`config.mk`:
```
export PLATFORM = sky130hd
export DESIGN_NAME = rgb_to_hsv_pixel
export DESIGN_NICKNAME = d
export VERILOG_FILES = /design/src/rtl/rhsv_pkg.sv /design/src/rtl/rhsv_front.sv /design/src/rtl/rhsv_queue.sv /design/src/rtl/rhsv_back.sv /design/src/rtl/rgb_to_hsv_pixel.sv
export SDC_FILE = /design/constraint.sdc
export NUM_CORES = 2
export LEC_CHECK = 0
export BUFFER_PORTS_ARGS = -buffer_cell sky130_fd_sc_hd__clkbuf_2
export CORE_MARGIN = 5
export CORE_UTILIZATION = 57
export DETAILED_ROUTE_END_ITERATION = 16
export PLACE_DENSITY = 0.73
export SETUP_SLACK_MARGIN = 0.4
export SYNTH_ARGS = -nofsm -noshare
export SYNTH_HDL_FRONTEND = slang
export SYNTH_SLANG_ARGS = --single-unit
```
`constraint.sdc`:
```
create_clock -name i_clk -period 91.9 [get_ports i_clk]
set_input_delay 9.19 -clock i_clk [delete_from_list [all_inputs] [get_ports i_clk]]
set_output_delay 9.19 -clock i_clk [all_outputs]
set_load 0.02 [all_outputs]
```
`src/rtl/rhsv_pkg.sv`:
```
`timescale 1ns / 1ps

package rhsv_pkg;

    localparam int CH_W      = 8;
    localparam int HUE_W     = 15;
    localparam int SAT_W     = 16;
    localparam int HUE_Q_W   = 12;
    localparam int DIV_STEPS = 16;

    localparam logic [HUE_W-1:0] HUE_120 = 15'd7680;
    localparam logic [HUE_W-1:0] HUE_240 = 15'd15360;
    localparam logic [HUE_W-1:0] HUE_360 = 15'd23040;
    localparam logic [SAT_W-1:0] SAT_ONE = 16'd32768;

    localparam int QDEPTH = 2;
    localparam int QPTR_W = $clog2(QDEPTH);
    localparam int QCNT_W = $clog2(QDEPTH + 1);

    // One restoring long division in flight: partial remainder, the numerator
    // bits not yet consumed, the quotient built so far and the divisor.
    typedef struct packed {
        logic [CH_W-1:0]      rem;
        logic [DIV_STEPS-1:0] num;
        logic [DIV_STEPS-1:0] quo;
        logic [CH_W-1:0]      den;
    } t_div;

    // A classified pixel on its way through the back end.
    typedef struct packed {
        t_div             hue_div;
        t_div             sat_div;
        logic [HUE_W-1:0] base;
        logic             neg;
        logic             grey;
        logic [CH_W-1:0]  mx;
    } t_work;

    // One quotient bit of a restoring division.
    function automatic t_div div_step(input t_div a);
        t_div         b;
        logic [CH_W:0] t;
        logic [CH_W:0] diff;
        t    = {a.rem, a.num[DIV_STEPS-1]};
        diff = t - {1'b0, a.den};
        b     = a;
        b.num = {a.num[DIV_STEPS-2:0], 1'b0};
        if (t >= {1'b0, a.den}) begin
            b.rem = diff[CH_W-1:0];
            b.quo = {a.quo[DIV_STEPS-2:0], 1'b1};
        end else begin
            b.rem = t[CH_W-1:0];
            b.quo = {a.quo[DIV_STEPS-2:0], 1'b0};
        end
        return b;
    endfunction

endpackage

```
`src/rtl/rhsv_front.sv`:
```
`timescale 1ns / 1ps

module rhsv_front (
    input  logic                      i_clk,
    input  logic                      i_rst_n,
    input  logic                      i_valid,
    output logic                      o_ready,
    input  logic [rhsv_pkg::CH_W-1:0] i_red,
    input  logic [rhsv_pkg::CH_W-1:0] i_green,
    input  logic [rhsv_pkg::CH_W-1:0] i_blue,
    output logic                      o_valid,
    input  logic                      i_ready,
    output rhsv_pkg::t_work           o_item
);

    logic            r_vld;
    rhsv_pkg::t_work r_item;
    rhsv_pkg::t_work n_item;

    logic                      red_max;
    logic                      green_max;
    logic [rhsv_pkg::CH_W-1:0] mx;
    logic [rhsv_pkg::CH_W-1:0] mn;
    logic [rhsv_pkg::CH_W-1:0] d;
    logic [rhsv_pkg::CH_W-1:0] mag;
    logic                      neg;
    logic [19:0]               hue_n;

    assign o_ready = !r_vld || i_ready;
    assign o_valid = r_vld;
    assign o_item  = r_item;

    always_comb begin
        // Ties go to red first, then green.
        red_max   = (i_red >= i_green) && (i_red >= i_blue);
        green_max = !red_max && (i_green >= i_blue);
        if (red_max) begin
            mx = i_red;
        end else if (green_max) begin
            mx = i_green;
        end else begin
            mx = i_blue;
        end
        mn = i_red;
        if (i_green < mn) begin
            mn = i_green;
        end
        if (i_blue < mn) begin
            mn = i_blue;
        end
        d = mx - mn;

        if (red_max) begin
            neg = i_green < i_blue;
            mag = neg ? (i_blue - i_green) : (i_green - i_blue);
        end else if (green_max) begin
            neg = i_blue < i_red;
            mag = neg ? (i_red - i_blue) : (i_blue - i_red);
        end else begin
            neg = i_red < i_green;
            mag = neg ? (i_green - i_red) : (i_red - i_green);
        end

        // 3840 * mag, the 60 degree scale in 1/64 degree units.
        hue_n = {mag, 12'b0} - {4'b0, mag, 8'b0};

        // The quotient stays below 2^12, so the top four numerator bits are
        // already smaller than the divisor and seed the remainder.
        n_item.hue_div.rem = {4'b0, hue_n[19:16]};
        n_item.hue_div.num = hue_n[15:0];
        n_item.hue_div.quo = '0;
        n_item.hue_div.den = d;

        // d * 32768 split the same way; d / 2 is below max for any max > 0.
        n_item.sat_div.rem = {1'b0, d[rhsv_pkg::CH_W-1:1]};
        n_item.sat_div.num = {d[0], 15'b0};
        n_item.sat_div.quo = '0;
        n_item.sat_div.den = mx;

        // A negative red sector wraps to 360 degrees minus the quotient.
        if (red_max) begin
            n_item.base = neg ? rhsv_pkg::HUE_360 : '0;
        end else if (green_max) begin
            n_item.base = rhsv_pkg::HUE_120;
        end else begin
            n_item.base = rhsv_pkg::HUE_240;
        end
        n_item.neg  = neg;
        n_item.grey = (d == '0);
        n_item.mx   = mx;
    end

    always_ff @(posedge i_clk) begin
        if (!i_rst_n) begin
            r_vld <= 1'b0;
        end else if (o_ready) begin
            r_vld <= i_valid;
        end
    end

    always_ff @(posedge i_clk) begin
        if (o_ready && i_valid) begin
            r_item <= n_item;
        end
    end

endmodule

```
`src/rtl/rhsv_queue.sv`:
```
`timescale 1ns / 1ps

module rhsv_queue (
    input  logic            i_clk,
    input  logic            i_rst_n,
    input  logic            i_valid,
    output logic            o_ready,
    input  rhsv_pkg::t_work i_item,
    output logic            o_valid,
    input  logic            i_ready,
    output rhsv_pkg::t_work o_item
);

    rhsv_pkg::t_work                   r_mem [rhsv_pkg::QDEPTH];
    logic [rhsv_pkg::QPTR_W-1:0]       r_wr_ptr;
    logic [rhsv_pkg::QPTR_W-1:0]       r_rd_ptr;
    logic [rhsv_pkg::QCNT_W-1:0]       r_count;
    logic [rhsv_pkg::QCNT_W-1:0]       n_count;
    logic                              push;
    logic                              pop;

    assign o_ready = (r_count != rhsv_pkg::QCNT_W'(rhsv_pkg::QDEPTH));
    assign o_valid = (r_count != '0);
    assign o_item  = r_mem[r_rd_ptr];
    assign push    = i_valid && o_ready;
    assign pop     = o_valid && i_ready;

    always_comb begin
        n_count = r_count;
        case ({push, pop})
            2'b10:   n_count = r_count + 1'b1;
            2'b01:   n_count = r_count - 1'b1;
            default: n_count = r_count;
        endcase
    end

    always_ff @(posedge i_clk) begin
        if (!i_rst_n) begin
            r_wr_ptr <= '0;
            r_rd_ptr <= '0;
            r_count  <= '0;
        end else begin
            r_count <= n_count;
            if (push) begin
                r_wr_ptr <= (r_wr_ptr == rhsv_pkg::QPTR_W'(rhsv_pkg::QDEPTH - 1)) ?
                            '0 : r_wr_ptr + 1'b1;
            end
            if (pop) begin
                r_rd_ptr <= (r_rd_ptr == rhsv_pkg::QPTR_W'(rhsv_pkg::QDEPTH - 1)) ?
                            '0 : r_rd_ptr + 1'b1;
            end
        end
    end

    always_ff @(posedge i_clk) begin
        if (push) begin
            r_mem[r_wr_ptr] <= i_item;
        end
    end

    a_count_bound: assert property (@(posedge i_clk) disable iff (!i_rst_n)
        r_count <= rhsv_pkg::QCNT_W'(rhsv_pkg::QDEPTH))
        else $error("queue count above depth");

    a_count_up: assert property (@(posedge i_clk) disable iff (!i_rst_n)
        (push && !pop) |=> (r_count == $past(r_count) + 1'b1))
        else $error("queue count missed a push");

    a_ptr_gap: assert property (@(posedge i_clk) disable iff (!i_rst_n)
        (r_count == '0) |-> (r_wr_ptr == r_rd_ptr))
        else $error("queue pointers apart while empty");

endmodule

```
`src/rtl/rhsv_back.sv`:
```
`timescale 1ns / 1ps

module rhsv_back (
    input  logic                       i_clk,
    input  logic                       i_rst_n,
    input  logic                       i_valid,
    output logic                       o_ready,
    input  rhsv_pkg::t_work            i_item,
    output logic                       o_valid,
    input  logic                       i_ready,
    output logic [rhsv_pkg::HUE_W-1:0] o_hue,
    output logic [rhsv_pkg::SAT_W-1:0] o_saturation,
    output logic [rhsv_pkg::CH_W-1:0]  o_brightness
);

    logic                       r_vld  [rhsv_pkg::DIV_STEPS];
    rhsv_pkg::t_work            r_stg  [rhsv_pkg::DIV_STEPS];
    rhsv_pkg::t_work            n_stg  [rhsv_pkg::DIV_STEPS];
    logic                       r_out_vld;
    logic [rhsv_pkg::HUE_W-1:0] r_hue;
    logic [rhsv_pkg::SAT_W-1:0] r_sat;
    logic [rhsv_pkg::CH_W-1:0]  r_bright;
    logic [rhsv_pkg::HUE_W-1:0] n_hue;
    logic [rhsv_pkg::SAT_W-1:0] n_sat;
    logic [rhsv_pkg::HUE_W-1:0] hue_q;
    logic                       adv;
    rhsv_pkg::t_work            last;

    // The whole divider pipeline moves together whenever the output slot frees.
    assign adv          = !r_out_vld || i_ready;
    assign o_ready      = adv;
    assign o_valid      = r_out_vld;
    assign o_hue        = r_hue;
    assign o_saturation = r_sat;
    assign o_brightness = r_bright;

    always_comb begin
        for (int k = 0; k < rhsv_pkg::DIV_STEPS; k++) begin
            if (k == 0) begin
                n_stg[k] = i_item;
            end else begin
                n_stg[k] = r_stg[k-1];
            end
            n_stg[k].hue_div = rhsv_pkg::div_step(n_stg[k].hue_div);
            n_stg[k].sat_div = rhsv_pkg::div_step(n_stg[k].sat_div);
        end
    end

    always_comb begin
        last  = r_stg[rhsv_pkg::DIV_STEPS-1];
        hue_q = {3'b0, last.hue_div.quo[rhsv_pkg::HUE_Q_W-1:0]};
        if (last.grey) begin
            n_hue = '0;
            n_sat = '0;
        end else begin
            n_hue = last.neg ? (last.base - hue_q) : (last.base + hue_q);
            n_sat = last.sat_div.quo;
        end
    end

    always_ff @(posedge i_clk) begin
        if (!i_rst_n) begin
            for (int k = 0; k < rhsv_pkg::DIV_STEPS; k++) begin
                r_vld[k] <= 1'b0;
            end
            r_out_vld <= 1'b0;
        end else if (adv) begin
            r_vld[0] <= i_valid;
            for (int k = 1; k < rhsv_pkg::DIV_STEPS; k++) begin
                r_vld[k] <= r_vld[k-1];
            end
            r_out_vld <= r_vld[rhsv_pkg::DIV_STEPS-1];
        end
    end

    always_ff @(posedge i_clk) begin
        if (adv) begin
            for (int k = 0; k < rhsv_pkg::DIV_STEPS; k++) begin
                r_stg[k] <= n_stg[k];
            end
            r_hue    <= n_hue;
            r_sat    <= n_sat;
            r_bright <= last.mx;
        end
    end

    a_grey_zero: assert property (@(posedge i_clk) disable iff (!i_rst_n)
        (r_out_vld && (r_bright == '0)) |-> (r_hue == '0 && r_sat == '0))
        else $error("black pixel with nonzero hue or saturation");

    a_sat_range: assert property (@(posedge i_clk) disable iff (!i_rst_n)
        r_out_vld |-> (r_sat <= rhsv_pkg::SAT_ONE))
        else $error("saturation above one");

    a_hue_range: assert property (@(posedge i_clk) disable iff (!i_rst_n)
        r_out_vld |-> (r_hue < rhsv_pkg::HUE_360))
        else $error("hue outside one turn");

endmodule

```
`src/rtl/rgb_to_hsv_pixel.sv`:
```
`timescale 1ns / 1ps

// RGB to HSV converter for 8-bit pixels. Each accepted item gives exactly one
// result item carrying hue in 1/64 degree units (0 to 23039), saturation as a
// Q1.15 fraction (32768 is 1.0) and brightness, the largest channel. Red wins
// ties for the largest channel, then green; a grey or black pixel gives hue 0
// and saturation 0, and hue quotients truncate toward zero before wrapping
// into one turn. The block takes one pixel per clock and delivers one per
// clock as long as the output side keeps ready high. A result passes through
// the classifying front end register, the two-entry queue and the stages of
// the two side-by-side restoring dividers (one quotient bit per stage), after
// which it is offered from the output register. Ready on the input side falls
// only when the queue is full, which lets the front end keep accepting while
// the back end is stalled for a couple of items.

module rgb_to_hsv_pixel (
    input  logic                       i_clk,
    input  logic                       i_rst_n,
    input  logic                       i_valid,
    output logic                       o_ready,
    input  logic [rhsv_pkg::CH_W-1:0]  i_red,
    input  logic [rhsv_pkg::CH_W-1:0]  i_green,
    input  logic [rhsv_pkg::CH_W-1:0]  i_blue,
    output logic                       o_valid,
    input  logic                       i_ready,
    output logic [rhsv_pkg::HUE_W-1:0] o_hue,
    output logic [rhsv_pkg::SAT_W-1:0] o_saturation,
    output logic [rhsv_pkg::CH_W-1:0]  o_brightness
);

    // Front end to queue.
    logic            fq_valid;
    logic            fq_ready;
    rhsv_pkg::t_work fq_item;

    // Queue to back end.
    logic            qb_valid;
    logic            qb_ready;
    rhsv_pkg::t_work qb_item;

    // The front end finds the largest channel, the sector, the sign and the
    // numerators for both divisions.
    rhsv_front u_front (
        .i_clk   (i_clk),
        .i_rst_n (i_rst_n),
        .i_valid (i_valid),
        .o_ready (o_ready),
        .i_red   (i_red),
        .i_green (i_green),
        .i_blue  (i_blue),
        .o_valid (fq_valid),
        .i_ready (fq_ready),
        .o_item  (fq_item)
    );

    // A short queue lets the front end run on while the back end stalls.
    rhsv_queue u_queue (
        .i_clk   (i_clk),
        .i_rst_n (i_rst_n),
        .i_valid (fq_valid),
        .o_ready (fq_ready),
        .i_item  (fq_item),
        .o_valid (qb_valid),
        .i_ready (qb_ready),
        .o_item  (qb_item)
    );

    // The back end runs both divisions and applies the sector offset.
    rhsv_back u_back (
        .i_clk        (i_clk),
        .i_rst_n      (i_rst_n),
        .i_valid      (qb_valid),
        .o_ready      (qb_ready),
        .i_item       (qb_item),
        .o_valid      (o_valid),
        .i_ready      (i_ready),
        .o_hue        (o_hue),
        .o_saturation (o_saturation),
        .o_brightness (o_brightness)
    );

endmodule
```
## Word-level counts from Yosys, hierarchy flattened

Memories as Yosys holds them, arrays and structs flattened. A register that Yosys moved wholly into a read port is not among the register bits.
Index checks and enable logic that the tools add are counted.

- Flip-flop bits (word level): 105
- Memory bits (writable): 2058
- Bits of input ports: 28
- Logic and storage cells: 245
- Memories: 3

Memory list:

| memory | depth | bits a word | read ports | clocked after Yosys merged registers in | write ports | RTL line | source |
|---|---|---|---|---|---|---|---|
| u_back.r_stg | 16 | 119 | 16 | 0 | 16 | rhsv_back.sv:17 | `rhsv_pkg::t_work r_stg [rhsv_pkg::DIV_STEPS];` |
| u_queue.r_mem | 2 | 69 | 1 | 1 | 1 | rhsv_queue.sv:14 | `rhsv_pkg::t_work r_mem [rhsv_pkg::QDEPTH];` |
| u_back.r_vld | 16 | 1 | 16 | 1 | 16 | rhsv_back.sv:16 | `logic r_vld [rhsv_pkg::DIV_STEPS];` |

- Add/subtract/negate cells: 46
- Magnitude comparators: 40
- Eq/ne operators: 3
- Multiplexer cells: 107
- Bitwise operators: 16
- Reductions and logical operators: 14

Operator list:

| kind | count |
|---|---|
| $mux 8 | 41 |
| $sub 8x8->8 | 39 |
| $ge 9x8->1 | 32 |
| $mux 1 | 61 |
| $mux 15 | 3 |
| $lt 8x8->1 | 5 |
| $ge 8x8->1 | 3 |
| $sub 20x16->20 | 1 |
| $or 1x1->1 | 16 |
| $add 15x12->15 | 1 |
| $sub 15x12->15 | 1 |
| $mux 14 | 1 |
| $logic_not 8->1 | 1 |
| $logic_and 1x1->1 | 5 |
| $logic_not 1->1 | 4 |
| $pmux 2 s2 | 1 |
| $reduce_bool 2->1 | 2 |
| $add 1x1->1 const B | 2 |
| $add 2x1->2 const B | 1 |
| $eq 2x1->1 const B | 1 |
| $eq 2x2->1 const B | 1 |
| $logic_or 1x1->1 | 2 |
| $ne 2x2->1 const B | 1 |
| $sub 2x1->2 const B | 1 |

## Logic depth before layout (Yosys ltp)

- Word-level depth: 8
- Gate-level depth with buffers: 30
- Mapped depth without buffers: 29

## Modules after synthesis

Synthesis repeated with hierarchy kept, for this count alone.

- Cell total of the unflattened synthesis: 4668
- Area, all modules: 73254.0 um2

Modules (own cells, without submodules):

| module | times used | cells an instance | area an instance (um2) | sequential area each (um2) |
|---|---|---|---|---|
| rhsv_back | 1 | 3665 | 58989.1 | 41639.9 |
| rhsv_queue | 1 | 400 | 8952.3 | 7367.1 |
| rhsv_front | 1 | 603 | 5312.6 | 1071.0 |

## Least setup slack after synthesis

No wires, ideal clock.

- Path type: input to register
- Start point: input port i_ready
- End point: memory u_back.r_vld[9], data pin
- Data arrival time: 35.091 ns
- Data required time: 91.608 ns
- Path slack: 56.516 ns
- Stages on the path: 4
- Buffers on the path: 1
- Path through: nor2b_1 -> inv_1 -> clkbuf_1 -> and3_1

RTL lines:

| element | RTL line | source |
|---|---|---|
| start: declaration | rgb_to_hsv_pixel.sv:25 | `input logic i_ready,` |
| end: declaration | rhsv_back.sv:16 |  |

==> flow_metrics.tcl <==
set metrics [dict create \
    relSlewSlack_pct 26.47 \
    clk_latency_ns 0.66 \
    worstReg2RegEnd "u_back.r_stg[7][147]$_DFFE_PN_" \
    routabilityCongestion 0.8489 \
    antenna_cells 0 \
    yosys.area.top_type_share_pct 63.68 \
    setup_tns_ns 0 \
    fin_crit_sh_pct 15.71 \
    syn_area_um2 46820 \
    placed_cell_area_um2 48390 \
    path_clk_slew_ns 0.06 \
    cts_setup_buffers 0 \
    rows 105 \
    fp.dieArea_um2 87980 \
    port_buffers 68 \
    cts-resized-gates 0 \
    worst_path_max_delay_cell "fa_1" \
    synth-edff-count 993 \
    timing.fmax_mhz 69.28 \
    r2r_slack_ns 87.56 \
    setup_viol 0 \
    grt-ovfl-total 0 \
    wire_per_inst_um 14.99 \
    hp-start "u_back.r_stg[2][24]$_DFFE_PN_" \
    rsz0062_at_grt "no" \
    netlist_instances 3566 \
    grt_start_max_net_pins 192 \
    end_kind "flop" \
    design_area_um2 51460 \
    die_x_um 296.6 \
    synthFlopType "edfxtp_1" \
    routed_wl_mm 72.60 \
    synthTopCellsByArea "edfxtp_1 64%, ha_1 8.7%, inv_1 4.2%" \
    ios 69 \
    nNetsFinal 4083 \
    r2r_cells 5 \
    slew_viol_final 0 \
    syn-num-nets 3955 \
    core_area_um2 81720 \
    postCtsHoldBufs 0 \
    dr_total_vias 25820 \
    ys_types 68 \
    cp.arrival_ns 14.88 \
    clockBufferDepth 3 \
    cts_sinks 1009 \
    grt_pass1_vias 26360 \
    r2r-start "u_back.o_valid$_SDFFE_PN0N_" \
    async_flop_share_pct 0 \
    cp_top_family "compound AO/OA/AOI/OAI gates" \
    synth_common_cells "993 x edfxtp_1, 518 x inv_1, 324 x ha_1, 268 x o21ai_0, 248 x nand2_1" \
    yosysMostFrequentCell "edfxtp_1" \
    synth-seq-cells 1009 \
    final-hold-violation-count 0 \
    avgSynthCellArea_um2 13.13 \
    drt_iter0_markers 1448 \
    status "completed" \
    grt_pass1_wl_mm 121.9 \
    syn_to_final_growth_pct 9.897 \
    track_usage_pct 16.70 \
    p_per_area_nw_per_um2 34.91 \
    start_util_pct 57.30 \
    hpwl_mm 50.57 \
    h-tree-depth 3 \
    crit_start "i_red[1]" \
    fp.dieH_um 296.6 \
    drt-pass1-iter-count 5 \
    slowest_delay_ns 0.47 \
    layout_setup_ws_ns 77.47 \
    cts_tree "yes" \
    hold_path_depth 0 \
    yosys_warnings 0 \
    power_w 0.001797 \
    path_class "in2reg" \
    drive_above_1_share_pct 7.238 \
    clock_skew_ns 0.02864 \
    cp_num_buf_inv 2 \
    hold_class "reg2reg" \
    clockRootBuffer "clkbuf_16" \
    yosys.area.top_type "edfxtp_1" \
    tightest_slew_ns 1.103 \
    cts_buffers 100 \
    dp_slack_ns 76.80 \
    cp-start-kind "primary input" \
    drc 0 \
    ant_nets 0 \
    vdd_drop_max_v 0.00001915 \
    whs_endpoint "u_back.r_stg[2][143]$_DFFE_PN_" \
    synth-seq-area-share_pct 64.37 \
    cap_violations 0 \
    final_util_pct 62.97 \
    vias_per_cell 5.332 \
    critical_path_required_ns 92.35 \
    crit_fanout 15 \
    p_leak_nw 21.09 \
    antenna_found_initial 0 \
    layout_min_cycle_time_ns 14.43 \
]
## flip-flops by register name, summed over array words and instances, names as in the netlist, named ones only
| register | flops |
|---|---|
| u_back.o_brightness | 8 |
| u_back.o_hue | 15 |
| u_back.o_saturation | 16 |
| u_back.o_valid | 1 |
| u_back.r_stg | 842 |
| u_back.r_vld | 16 |
| u_front.o_item | 35 |
| u_front.o_valid | 1 |
| u_queue.r_count | 2 |
| u_queue.r_mem | 70 |
| u_queue.r_rd_ptr | 1 |
| u_queue.r_wr_ptr | 1 |
## per-layer routing
layer	part of all wire [%]	routed length (um)	track usage, %	up-vias
met5	0	0	0	-
met4	2.7	1958	5.020	0
met3	3.1	2243	2.650	147
met2	54	38880	32.08	334
met1	41	29520	19.17	12350
li1	-	-	-	12990
## cell usage in the layout (no fill, tap or decap), types with 14 or more instances in the layout
cell type and count:
clkbuf_1 22, and3_1 49, mux2_2 35, a21boi_0 55
o31ai_1 57, o21ai_0 268, ha_1 324, clkbuf_2 68
clkinv_1 24, xor2_1 77, nor2_1 202, xnor2_1 72
clkbuf_16 101, dfxtp_1 16, fa_1 37, edfxtp_1 993
inv_1 517, mux2i_1 53, a311oi_1 28, nand3_1 27
nand4_1 46, nor2b_1 65, o21bai_1 27, nand2b_1 14
nand2_1 248, a21oi_1 150, a21o_1 43
## worst max path at each step
stage,endpoint,slack (ns),cells past startpoint
after detailed placement,u_front.o_item[8]$_DFFE_PP_,76.80,26
after global placement,u_front.o_item[8]$_DFFE_PP_,76.81,26
after floorplan,u_back.r_vld[9]$_DFFE_PP_,56.52,4
after global routing,u_front.o_item[8]$_DFFE_PP_,77.09,26
final,u_front.o_item[8]$_DFFE_PP_,77.47,26
after CTS,u_front.o_item[8]$_DFFE_PP_,77.47,26
## through the flow
step	hold slack [ns]	cells
2_1_floorplan	0.4003	3566
3_3_place_gp	0.4003	4662
3_5_place_dp	0.4045	4662
4_1_cts	0.4063	4842
5_1_grt	0.4082	4842
6_report	0.4007	4842
## report_power, final
part | internal [W] | leakage (nW) | switching, W
Clock | 0.000214 | 1.48 | 0.000165
Combinational | 0.000254 | 9.19 | 0.000343
Sequential | 0.000745 | 10.4 | 0.0000758
Total | 0.00121 | 21.1 | 0.000583
## cells by family after synthesis
kind of cell	after synthesis	synth area share, %
multiplexers	90	2.055
buffers and inverters	571	4.657
XOR/XNOR	150	2.822
flip-flops	1009	64.37
AO/OA/AOI/OAI	686	8.938
AND/OR/NAND/NOR	699	6.923
adder cells (fa/ha/maj)	361	10.24
## cell type report
class                           count  area (um2)
Inverter                          518        1952
Tap cell                         1070        1339
Clock inverter                     57       464.2
Clock buffer                      123        2610
Sequential cell                  1009       30140
Fill cell                        6064       30260
Multi-Input combinational cell   1986       14510
Timing Repair Buffer               79       447.9
No activity file was read; power rests on OpenSTA's default activity.
